<file path="config.mk">
export PLATFORM = sky130hd
export DESIGN_NAME = priority_aging_scheduler_core
export DESIGN_NICKNAME = d
export VERILOG_FILES = /design/src/pas_pkg.sv /design/src/priority_aging_scheduler_core.sv /design/src/pas_ram.sv
export SDC_FILE = /design/constraint.sdc
export NUM_CORES = 1
export LEC_CHECK = 0
export ABC_AREA = 1
export BUFFER_PORTS_ARGS = -buffer_cell sky130_fd_sc_hd__buf_2
export CAP_MARGIN = 5
export CORE_UTILIZATION = 45
export CTS_CLUSTER_SIZE = 24
export DETAILED_ROUTE_END_ITERATION = 10
export PLACE_DENSITY_LB_ADDON = 0.12
export SYNTH_ARGS = -nofsm -noshare
export SYNTH_HDL_FRONTEND = slang
export SYNTH_SLANG_ARGS = --single-unit
</file>
<file path="constraint.sdc">
create_clock -name clk -period 3.5 [get_ports clk]
set_input_delay 0.175 -clock clk [delete_from_list [all_inputs] [get_ports clk]]
set_output_delay 0.175 -clock clk [all_outputs]
set_load 0.01 [all_outputs]
</file>
<file path="src/pas_pkg.sv">
`default_nettype none

package pas_pkg;

  // table geometry
  localparam int NUM_TASKS = 16;
  localparam int IDX_W     = $clog2(NUM_TASKS);
  localparam int CNT_W     = $clog2(NUM_TASKS + 1);

  // field widths
  localparam int OP_W    = 3;
  localparam int SLOT_W  = 4;
  localparam int LEVEL_W = 6;
  localparam int STS_W   = 2;
  localparam int QNT_W   = 8;
  localparam int WORD_W  = 2 * LEVEL_W;   // {static, dynamic}

  localparam logic signed [LEVEL_W-1:0] LEVEL_MIN = LEVEL_W'(-20);
  localparam logic signed [LEVEL_W-1:0] LEVEL_MAX = LEVEL_W'(20);

  // opcodes
  localparam logic [OP_W-1:0] OP_ADD      = 3'd0;
  localparam logic [OP_W-1:0] OP_SET_PRIO = 3'd1;
  localparam logic [OP_W-1:0] OP_REMOVE   = 3'd2;
  localparam logic [OP_W-1:0] OP_SCHEDULE = 3'd3;
  localparam logic [OP_W-1:0] OP_TICK     = 3'd4;
  localparam logic [OP_W-1:0] OP_YIELD    = 3'd5;

  // status codes
  localparam logic [STS_W-1:0] STS_OK       = 2'd0;
  localparam logic [STS_W-1:0] STS_NO_READY = 2'd1;
  localparam logic [STS_W-1:0] STS_BAD_SLOT = 2'd2;

  // config space
  localparam int                APB_ADDR_W  = 3;
  localparam logic              REG_QLEN    = 1'b0;   // word index
  localparam logic [QNT_W-1:0]  QLEN_RESET  = 8'd20;

  function automatic logic signed [LEVEL_W-1:0] sat_level(input logic signed [LEVEL_W-1:0] v);
    logic signed [LEVEL_W-1:0] r;
    r = v;
    if (v < LEVEL_MIN) begin
      r = LEVEL_MIN;
    end else if (v > LEVEL_MAX) begin
      r = LEVEL_MAX;
    end
    return r;
  endfunction

endpackage

`default_nettype wire

</file>
<file path="src/priority_aging_scheduler_core.sv">
// Priority scheduler with aging: a table of task slots, each with a static and
// a dynamic priority (lower value = more urgent), plus the running task's quantum.
//
// Input channel (in_valid/in_stall): one beat carries opcode, slot, priority_req.
// Result channel (out_valid/out_stall): exactly one beat per input beat, in order.
// Config: APB-style, one register, quantum_length at byte address 0.
//
// Add, set priority, remove, tick, yield and unused opcodes go from accept
// straight to the hand-off state. Schedule makes two walks over the level RAM
// (only the first on an empty table): one walk to find the winner, one
// read-modify-write walk to age the others and reload the winner. The level
// RAM has one read port. One item is in flight at a time; in_stall is high
// from accept until the result is loaded into the output reg, so no new beat
// is taken before then.
//
// Reset clears valid bits, the quantum, the running flag and the current slot
// and loads quantum_length with 20. The level RAM is not cleared: an entry is
// only used while its valid bit is set, and add always writes it first.
// If the receiver stalls, the result waits in the output register and the
// block holds the next result back until the output register frees up.

`default_nettype none

module priority_aging_scheduler_core (
  input  wire logic                             clk,
  input  wire logic                             rst_n,
  // input channel
  input  wire logic                             in_valid,
  output logic                                  in_stall,
  input  wire logic [pas_pkg::OP_W-1:0]         in_opcode,
  input  wire logic [pas_pkg::SLOT_W-1:0]       in_slot,
  input  wire logic signed [pas_pkg::LEVEL_W-1:0] in_priority_req,
  // result channel
  output logic                                  out_valid,
  input  wire logic                             out_stall,
  output logic [pas_pkg::STS_W-1:0]             out_status,
  output logic [pas_pkg::SLOT_W-1:0]            out_chosen_slot,
  output logic                                  out_preempt,
  output logic [pas_pkg::QNT_W-1:0]             out_quantum_left,
  // config port
  input  wire logic                             psel,
  input  wire logic                             penable,
  input  wire logic                             pwrite,
  input  wire logic [pas_pkg::APB_ADDR_W-1:0]   paddr,
  input  wire logic [31:0]                      pwdata,
  output logic [31:0]                           prdata,
  output logic                                  pready
);

  import pas_pkg::*;

  typedef enum logic [2:0] {
    ST_IDLE,
    ST_SEL,    // walk 1: find lowest dynamic level
    ST_PICK,   // decide: empty table or go age
    ST_AGE,    // walk 2: read-modify-write every entry
    ST_OUT     // hand result to output register
  } state_t;

  state_t state_r, state_nxt;

  // control / walk state
  logic [CNT_W-1:0]          cnt_r, cnt_nxt;
  logic                      rd_v_r, rd_v_nxt;
  logic [IDX_W-1:0]          rd_idx_r, rd_idx_nxt;
  logic                      found_r, found_nxt;
  logic [IDX_W-1:0]          best_r, best_nxt;
  logic signed [LEVEL_W-1:0] best_lvl_r, best_lvl_nxt;

  // architectural state
  logic [NUM_TASKS-1:0]      valid_r, valid_nxt;
  logic [QNT_W-1:0]          quantum_r, quantum_nxt;
  logic                      running_r, running_nxt;
  logic [SLOT_W-1:0]         cur_slot_r, cur_slot_nxt;
  logic [QNT_W-1:0]          qlen_r, qlen_nxt;

  // per-item result
  logic [STS_W-1:0]          status_r, status_nxt;
  logic                      preempt_r, preempt_nxt;

  // output register
  logic                      out_valid_r, out_valid_nxt;
  logic [STS_W-1:0]          out_status_r, out_status_nxt;
  logic [SLOT_W-1:0]         out_slot_r, out_slot_nxt;
  logic                      out_preempt_r, out_preempt_nxt;
  logic [QNT_W-1:0]          out_quantum_r, out_quantum_nxt;

  // level RAM
  logic                      ram_we;
  logic [IDX_W-1:0]          ram_waddr;
  logic [WORD_W-1:0]         ram_wdata;
  logic [WORD_W-1:0]         ram_rdata;
  logic signed [LEVEL_W-1:0] rd_stat, rd_dyn;

  logic                      in_acc;
  logic                      in_table;
  logic [IDX_W-1:0]          in_idx;
  logic signed [LEVEL_W-1:0] pr_sat;
  logic                      out_free;
  logic                      cfg_wr;

  pas_ram #(
    .WIDTH (WORD_W),
    .DEPTH (NUM_TASKS)
  ) u_level_ram (
    .clk   (clk),
    .we    (ram_we),
    .waddr (ram_waddr),
    .wdata (ram_wdata),
    .raddr (cnt_r[IDX_W-1:0]),
    .rdata (ram_rdata)
  );

  assign rd_stat = ram_rdata[WORD_W-1:LEVEL_W];
  assign rd_dyn  = ram_rdata[LEVEL_W-1:0];

  assign in_stall = (state_r != ST_IDLE);
  assign in_acc   = in_valid && !in_stall;
  assign in_table = (int'(in_slot) < NUM_TASKS);
  assign in_idx   = IDX_W'(in_slot);
  assign pr_sat   = sat_level(in_priority_req);
  assign out_free = !out_valid_r || !out_stall;

  // config
  assign pready = 1'b1;
  assign cfg_wr = psel && penable && pwrite && pready
                  && (paddr[APB_ADDR_W-1:2] == REG_QLEN);
  assign prdata = (paddr[APB_ADDR_W-1:2] == REG_QLEN) ? {24'd0, qlen_r} : 32'd0;

  always_comb begin
    state_nxt       = state_r;
    cnt_nxt         = cnt_r;
    rd_v_nxt        = 1'b0;
    rd_idx_nxt      = rd_idx_r;
    found_nxt       = found_r;
    best_nxt        = best_r;
    best_lvl_nxt    = best_lvl_r;
    valid_nxt       = valid_r;
    quantum_nxt     = quantum_r;
    running_nxt     = running_r;
    cur_slot_nxt    = cur_slot_r;
    qlen_nxt        = cfg_wr ? pwdata[QNT_W-1:0] : qlen_r;
    status_nxt      = status_r;
    preempt_nxt     = preempt_r;
    out_valid_nxt   = out_valid_r && out_stall;
    out_status_nxt  = out_status_r;
    out_slot_nxt    = out_slot_r;
    out_preempt_nxt = out_preempt_r;
    out_quantum_nxt = out_quantum_r;
    ram_we          = 1'b0;
    ram_waddr       = in_idx;
    ram_wdata       = {pr_sat, pr_sat};

    case (state_r)
      ST_IDLE: begin
        if (in_acc) begin
          status_nxt  = STS_OK;
          preempt_nxt = 1'b0;
          state_nxt   = ST_OUT;
          case (in_opcode)
            OP_ADD: begin
              if (!in_table || valid_r[in_idx]) begin
                status_nxt = STS_BAD_SLOT;
              end else begin
                valid_nxt[in_idx] = 1'b1;
                ram_we            = 1'b1;
              end
            end
            OP_SET_PRIO: begin
              if (!in_table || !valid_r[in_idx]) begin
                status_nxt = STS_BAD_SLOT;
              end else begin
                ram_we = 1'b1;
              end
            end
            OP_REMOVE: begin
              if (!in_table || !valid_r[in_idx]) begin
                status_nxt = STS_BAD_SLOT;
              end else begin
                valid_nxt[in_idx] = 1'b0;
                if (running_r && (cur_slot_r == in_slot)) begin
                  running_nxt = 1'b0;
                  quantum_nxt = '0;
                end
              end
            end
            OP_SCHEDULE: begin
              cnt_nxt   = '0;
              found_nxt = 1'b0;
              state_nxt = ST_SEL;
            end
            OP_TICK: begin
              if (running_r) begin
                if (quantum_r != '0) begin
                  quantum_nxt = quantum_r - 1'b1;
                end else begin
                  preempt_nxt = 1'b1;
                  running_nxt = 1'b0;
                end
              end
            end
            OP_YIELD: begin
              running_nxt = 1'b0;
            end
            default: begin
            end
          endcase
        end
      end

      ST_SEL: begin
        // data for rd_idx_r arrives in the cycle after its address
        if (rd_v_r && valid_r[rd_idx_r] && (!found_r || (rd_dyn < best_lvl_r))) begin
          found_nxt    = 1'b1;
          best_nxt     = rd_idx_r;
          best_lvl_nxt = rd_dyn;
        end
        if (cnt_r < CNT_W'(NUM_TASKS)) begin
          rd_v_nxt   = 1'b1;
          rd_idx_nxt = cnt_r[IDX_W-1:0];
          cnt_nxt    = cnt_r + 1'b1;
        end else begin
          state_nxt = ST_PICK;
        end
      end

      ST_PICK: begin
        if (!found_r) begin
          status_nxt  = STS_NO_READY;
          running_nxt = 1'b0;
          state_nxt   = ST_OUT;
        end else begin
          cnt_nxt   = '0;
          state_nxt = ST_AGE;
        end
      end

      ST_AGE: begin
        // write-back of entry i lands in the cycle entry i+1 is read: no overlap
        if (rd_v_r) begin
          ram_waddr = rd_idx_r;
          if (rd_idx_r == best_r) begin
            ram_we    = 1'b1;
            ram_wdata = {rd_stat, rd_stat};
          end else if (valid_r[rd_idx_r] && (rd_dyn > LEVEL_MIN)) begin
            ram_we    = 1'b1;
            ram_wdata = {rd_stat, rd_dyn - LEVEL_W'(1)};
          end
        end
        if (cnt_r < CNT_W'(NUM_TASKS)) begin
          rd_v_nxt   = 1'b1;
          rd_idx_nxt = cnt_r[IDX_W-1:0];
          cnt_nxt    = cnt_r + 1'b1;
        end else begin
          quantum_nxt  = qlen_r;
          cur_slot_nxt = SLOT_W'(best_r);
          running_nxt  = 1'b1;
          status_nxt   = STS_OK;
          state_nxt    = ST_OUT;
        end
      end

      ST_OUT: begin
        if (out_free) begin
          out_valid_nxt   = 1'b1;
          out_status_nxt  = status_r;
          out_slot_nxt    = cur_slot_r;
          out_preempt_nxt = preempt_r;
          out_quantum_nxt = quantum_r;
          state_nxt       = ST_IDLE;
        end
      end

      default: begin
        state_nxt = ST_IDLE;
      end
    endcase
  end

  always_ff @(posedge clk) begin
    if (!rst_n) begin
      state_r     <= ST_IDLE;
      cnt_r       <= '0;
      rd_v_r      <= 1'b0;
      found_r     <= 1'b0;
      valid_r     <= '0;
      quantum_r   <= '0;
      running_r   <= 1'b0;
      cur_slot_r  <= '0;
      qlen_r      <= QLEN_RESET;
      out_valid_r <= 1'b0;
    end else begin
      state_r     <= state_nxt;
      cnt_r       <= cnt_nxt;
      rd_v_r      <= rd_v_nxt;
      found_r     <= found_nxt;
      valid_r     <= valid_nxt;
      quantum_r   <= quantum_nxt;
      running_r   <= running_nxt;
      cur_slot_r  <= cur_slot_nxt;
      qlen_r      <= qlen_nxt;
      out_valid_r <= out_valid_nxt;
    end
    rd_idx_r      <= rd_idx_nxt;
    best_r        <= best_nxt;
    best_lvl_r    <= best_lvl_nxt;
    status_r      <= status_nxt;
    preempt_r     <= preempt_nxt;
    out_status_r  <= out_status_nxt;
    out_slot_r    <= out_slot_nxt;
    out_preempt_r <= out_preempt_nxt;
    out_quantum_r <= out_quantum_nxt;
  end

  assign out_valid        = out_valid_r;
  assign out_status       = out_status_r;
  assign out_chosen_slot  = out_slot_r;
  assign out_preempt      = out_preempt_r;
  assign out_quantum_left = out_quantum_r;

  // a running task always sits in a valid slot
  a_running_valid: assert property (@(posedge clk) disable iff (!rst_n)
    running_r |-> valid_r[IDX_W'(cur_slot_r)])
    else $error("running task in empty slot");

  // walk counter never runs past the table
  a_cnt_range: assert property (@(posedge clk) disable iff (!rst_n)
    cnt_r <= CNT_W'(NUM_TASKS))
    else $error("walk counter out of range");

  // the aging walk only runs with a winner that is still valid
  a_age_best: assert property (@(posedge clk) disable iff (!rst_n)
    (state_r == ST_AGE) |-> (found_r && valid_r[best_r]))
    else $error("aging without valid winner");

  // a new result beat only comes out of the hand-off state
  a_out_src: assert property (@(posedge clk) disable iff (!rst_n)
    (out_valid_r && !$past(out_valid_r && out_stall)) |-> $past(state_r == ST_OUT))
    else $error("result beat without hand-off");

  // an item is taken only while idle, and idle follows only the hand-off
  a_idle_entry: assert property (@(posedge clk) disable iff (!rst_n)
    (state_r == ST_OUT && out_free) |=> (state_r == ST_IDLE && out_valid_r))
    else $error("hand-off did not complete");

endmodule

`default_nettype wire

</file>
<file path="src/pas_ram.sv">
`default_nettype none

module pas_ram #(
  parameter int WIDTH = 8,
  parameter int DEPTH = 16
) (
  input  wire logic                     clk,
  input  wire logic                     we,
  input  wire logic [$clog2(DEPTH)-1:0] waddr,
  input  wire logic [WIDTH-1:0]         wdata,
  input  wire logic [$clog2(DEPTH)-1:0] raddr,
  output logic      [WIDTH-1:0]         rdata
);

  logic [WIDTH-1:0] mem [DEPTH];

  always_ff @(posedge clk) begin
    if (we) begin
      mem[waddr] <= wdata;
    end
    rdata <= mem[raddr];
  end

endmodule

`default_nettype wire

</file>
# Word-level counts from Yosys, hierarchy flattened
# Memory sizes are Yosys's and may differ from the RTL's. A register that Yosys moved wholly into a read port is not among the register bits.
# Index checks and enable logic that the tools add are counted.
# word_totals
inputBits	55
ram_bits	192
mem_count	1
out_inout_bits	50
regBits	80
# op_classes
bitwise_logic	5
n_eq_ne	28
n_mux	72
order_cmp	8
n_reduce_logical	41
addsub	3
# memory_table
name	words	word_bits	read_ports	rd_ports_with_merged_regs	write_ports	line_no	text
u_level_ram.mem	16	12	1	1	1	pas_ram.sv:15	logic [WIDTH-1:0] mem [DEPTH];
# ops
operator	count
two-way mux 8 bit	7
two-way mux 12 bit	4
two-way mux 16 bit	2
case mux 16 bit (2 select lines)	1
case mux 8 bit (2 select lines)	2
two-way mux 1 bit	25
two-way mux 5 bit	4
two-way mux 3 bit	6
!= test 2 bit, second input constant	9
bitwise AND 16 bit	1
NOT 16 bit	1
OR 16 bit	1
case mux 3 bit (5 select lines)	1
case mux 5 bit (3 select lines)	1
AND reduction 2 bit	7
== test 3 x 2 -> 1 bit, second input constant	4
> comparator 6 bit, second input constant	2
two-way mux 6 bit	2
!= test 3 bit, second input constant	4
AND reduction 4 bit	3
logical AND 1 bit	10
less-than comparator 4 x 5 -> 1 bit, second input constant	2
two-way mux 2 bit	5
AND reduction 5 bit	2
30 further kinds	51

# Longest topological paths before layout
# depth
ltp_word	9
depth_mapped	15

# By module
# From an unflattened synthesis, not the netlist that was laid out.
# unflattened
hier_cells	1479
hier_area_um2	13401.6
# by_module_without_submodules
mod	cells_per_inst	n_inst	area_per_inst_um2
pas_ram	813	1	8562.0
priority_aging_scheduler_core	666	1	4839.6

# Worst setup path after synthesis
# OpenSTA, ideal clock, no wires.
# synth_timing
kind	reg-to-reg
startpoint	register rd_idx_r[0]
endpoint	memory u_level_ram.mem[0][5] (netlist bit), data pin
n_path_buf	2
t_required_ps	3170
path_stages_with_launch	12
arrival_ps	2051
period_less_slack_ps	2381
setup_time_ps	330
setup_slack_ps	1119
cell_sequence	edfxtp_1 > buf_2 > o21ai_0 > nand2_1 > nand3_1 > nand3_1 > nand2_1 > o21ai_1 > nand2_1 > buf_2 > nor2_1 > o21ai_0
# synth_between
elab_chain_len	7
word_cells_on_any_way	8
classes_between	1 x eq/ne; 6 x mux; 1 x reduce/logical
# synth_lines
item	line_no	text
start: declaration	priority_aging_scheduler_core.sv:65	logic [IDX_W-1:0] rd_idx_r, rd_idx_nxt;
start signal: assignment	priority_aging_scheduler_core.sv:304	rd_idx_r <= rd_idx_nxt;
binary-select mux 1 bit (select 4 bit)	priority_aging_scheduler_core.sv:245	end else if (valid_r[rd_idx_r] && (rd_dyn > LEVEL_MIN)) begin
two-way mux 1 bit (not written as such)	priority_aging_scheduler_core.sv:245	
logical AND 1 bit	priority_aging_scheduler_core.sv:245	
two-way mux 12 bit	priority_aging_scheduler_core.sv:245	
two-way mux 12 bit (*)	priority_aging_scheduler_core.sv:242	if (rd_idx_r == best_r) begin
two-way mux 12 bit (*)	priority_aging_scheduler_core.sv:240	if (rd_v_r) begin
two-way mux 12 bit (*)	priority_aging_scheduler_core.sv:154	case (state_r)
via ram_wdata[5]	priority_aging_scheduler_core.sv:91	logic [WORD_W-1:0] ram_wdata;
end: declaration	pas_ram.sv:15	
# Mark *: on every way through the listed nets, which the timed path passes. The rest lies on a longest branch. The select of a mux whose other input is x is not followed.

# Final worst setup path
# layout_timing
startpoint	register rd_idx_r[0]
endpoint	memory u_level_ram.mem[7][4] (netlist bit), data pin
# Same word-level chain as after synthesis.

==> results.toml <==
[cts]
cts_buffers = 30
cts-root-buf = "clkbuf_16"
cts.sinks = 284
clk_latency_ns = 0.57
cts_buffer_depth = 3
cts_tree = "yes"
cts.repair.resized = 0
path_clk_slew_ns = 0.06
post-cts-setup-buffers = 0
htree_levels = 1

[grt]
grt_max_degree = 75
grt_first_pass_wirelength_mm = 46.1
grt_pass1_vias = 8286
antenna_found_initial = 0
grt_usage_pct = 20.9
grt_overflow = 0

[drt]
routed_wl_mm = 29.2
vias = 8751
firstDrtPassIters = 5
first_iter_violations = 680
drc = 0
viasPerCell = 5.23
ant_nets = 0
wl_per_cell_um = 17.5

[worst_setup_path]
cp_max_fo = 13
r2r_cells = 11
start_kind = "flip-flop"
r2r-start = "rd_idx_r[0]$_DFFE_PP_"
cp_data_arrival_time_ns = 3.24
critical_path_required_ns = 3.90
cp-end-kind = "flip-flop"
rrSetupSlack_ns = 0.65
r2r_end = "u_level_ram.mem[7][4]$_DFFE_PP_"
worstSetupPathType = "flip-flop to flip-flop"

[yosys]
yosysUniqueCellTypes = 45
ys_seq_elements = 284
synth_cells = 1218
yosysWarningCount = 0
ys_seq_area_share_pct = 62.8
synth_xor_area_share_pct = 1.04
syn_area_per_cell_um2 = 10.4
synth_area_leaders = "edfxtp_1 (53%), dfxtp_1 (9.5%), nor2_1 (5.8%), nand2_1 (5.6%), nand3_1 (3.1%)"
synth-adder-area-share_pct = 0.991
ys.flop_type = "edfxtp_1"
synth.area.mux_share_pct = 1.59
mappedNetlistArea_um2 = 12600
synth_top_area_share_pct = 53.3
synth_top_family_by_area = "simple AND/OR/NAND/NOR gates"
synth_edf_count = 224
synth-compound-area-share_pct = 9.72
synthSimpleGateAreaFrac_pct = 17.2
synth-async-reset-ratio_pct = 0
synth_top_cell_by_area = "edfxtp_1"

[sta]
fin_hold_ws_ns = 0.0216
max_clock_freq_mhz = 351
setup-tns-final_ns = 0
finalCriticalPeriod_ns = 2.85
final_max_slew_viol_count = 0
fin_skew_ns = 0.0209
max_slew_margin_pct = 38.7
setup_viol = 0
period_share_pct = 81.3
hold_viol_final = 0
tightest_slew_ns = 0.916
grt_setup_unrepaired = "false"

[run_status]
status = "finished clean"

[floorplan]
fp.dieH_um = 170
start_util_pct = 46.3
fp.dieArea_um2 = 28700
die_w_um = 170
coreArea_um2 = 27300
rows = 60
io_pins = 105

[pwr]
ir_worst_vdd_mv = 0.375
leakage_nw = 5.20
powerDensity_nw_per_um2 = 609

[finish]
finalInstanceArea_um2 = 14300
fin_cells = 1674
drive_gt1_share_pct = 11.8
area_growth_pct = 13.0
diodes = 0
nets = 1343
nFillCells = 2469

[place]
routabilityCongestion = 0.873
placedCellCount = 1609
placed_area_um2 = 13200
io_buffer_count = 53
dp_hpwl_mm = 18.4

[hold_path]
hold_depth = 2
min_to = "qlen_r[2]$_SDFFE_PN1P_"
hp-start = "rst_n"
hold_path_class = "input port to flip-flop"

[flow_run]
cap_violations = 0
==> layout by cell type, fill, tap and decap left out, drive strengths merged, types with 8 or more instances in the layout <==
cell type,synthesis,layout
buf,51,78
o221ai,20,20
nand3,80,80
a21oi,42,42
clkinv,2,8
o32ai,28,28
xor2,10,10
dfxtp,60,60
conb,2,25
nand2,198,198
edfxtp,224,224
o21ai,86,86
dlygate4sd3,0,9
mux2i,20,20
clkbuf,31,50
o211ai,9,9
nor2,200,200
nand4,22,22
ha,10,10
inv,94,94
==> flip-flops by register name, summed over array words and instances, names as in the netlist, 2 cells and up, named ones only <==
signal / flops
u_level_ram.mem: 192
u_level_ram.rdata: 12
out_quantum_left: 8
qlen_r: 8
quantum_r: 8
best_lvl_r: 6
cnt_r: 5
best_r: 4
cur_slot_r: 4
out_chosen_slot: 4
rd_idx_r: 4
state_r: 3
out_status: 2
status_r: 2
==> synth_stat cells (20+ instances only) <==
master,n
o221ai_1,20
nand2_1,190
clkbuf_1,31
nor2_1,196
mux2i_1,20
dfxtp_1,60
a21oi_1,42
nand3_1,79
inv_1,85
edfxtp_1,224
buf_4,28
nand4_1,22
o32ai_1,28
o21ai_0,77
==> cells by family (layout without fill, tap and decap cells) <==
family          count (synthesis)  after routing
compound gates                197            197
xor+xnor                       15             15
fa+ha+maj                      10             10
buf+inv                       178            239
flops                         284            284
mux                            20             20
other cells                     2             25
simple gates                  512            512
==> through the flow <==
step | power, W | worst slack (ns) | util [%]
2_1_floorplan | 0.00516 | 1.12 | -
3_3_place_gp | 0.00565 | 0.739 | 48.4
3_5_place_dp | 0.00566 | 0.701 | 48.4
4_1_cts | 0.00877 | 0.686 | 52.4
5_1_grt | 0.00912 | 0.453 | 52.4
6_report | 0.00869 | 0.654 | 52.4
==> worst max-delay path, stage by stage, from the launching register on <==
cell	delay (ns)
edfxtp_1	0.60
inv_1	0.25
nand2_1	0.12
nand3_1	0.07
nand3_1	0.10
nand3_1	0.07
nand2_1	0.12
o21ai_1	0.10
nand2_1	0.10
nand2_2	0.15
o21ai_1	0.71
buf_4	0.31
==> worst max path at each step <==
stage,from,to,slack [ns]
floorplan,rd_idx_r[0]$_DFFE_PP_,u_level_ram.mem[0][5]$_DFFE_PP_,1.12
global placement,rd_idx_r[0]$_DFFE_PP_,u_level_ram.mem[0][4]$_DFFE_PP_,0.74
detailed placement,rd_idx_r[0]$_DFFE_PP_,u_level_ram.mem[0][4]$_DFFE_PP_,0.70
CTS,rd_idx_r[0]$_DFFE_PP_,u_level_ram.mem[7][4]$_DFFE_PP_,0.69
global route,rd_idx_r[0]$_DFFE_PP_,u_level_ram.mem[7][4]$_DFFE_PP_,0.45
finish,rd_idx_r[0]$_DFFE_PP_,u_level_ram.mem[7][4]$_DFFE_PP_,0.65
==> final cells by class <==
class	instances	area [µm²]	area share [%]
Sequential cell	284	7930	55.6
Multi-Input combinational cell	779	3950	27.7
Clock buffer	50	946	6.63
Timing Repair Buffer	87	581	4.07
Tap cell	372	465	3.26
Inverter	96	360	2.52
Clock inverter	6	38.8	0.272
==> timing repair <==
item,4_1_cts,5_1_grt
hold buffers,9,0
endpoints found under the hold margin,9,0
setup endpoints to repair,0,0
==> metal layers <==
layer	part of all wire (%)	track usage, %
met1	46	29.0
met2	47	34.2
met3	4.4	2.38
met4	2.9	6.85
met5	0	0
==> report_power, final <==
part	internal, W	switching (W)	leakage, nW	total, W
Sequential	0.00384	0.000180	2.52	0.00402
Combinational	0.000529	0.00105	2.20	0.00158
Clock	0.00183	0.00127	0.487	0.00310
No activity file was read; power rests on OpenSTA's default activity.
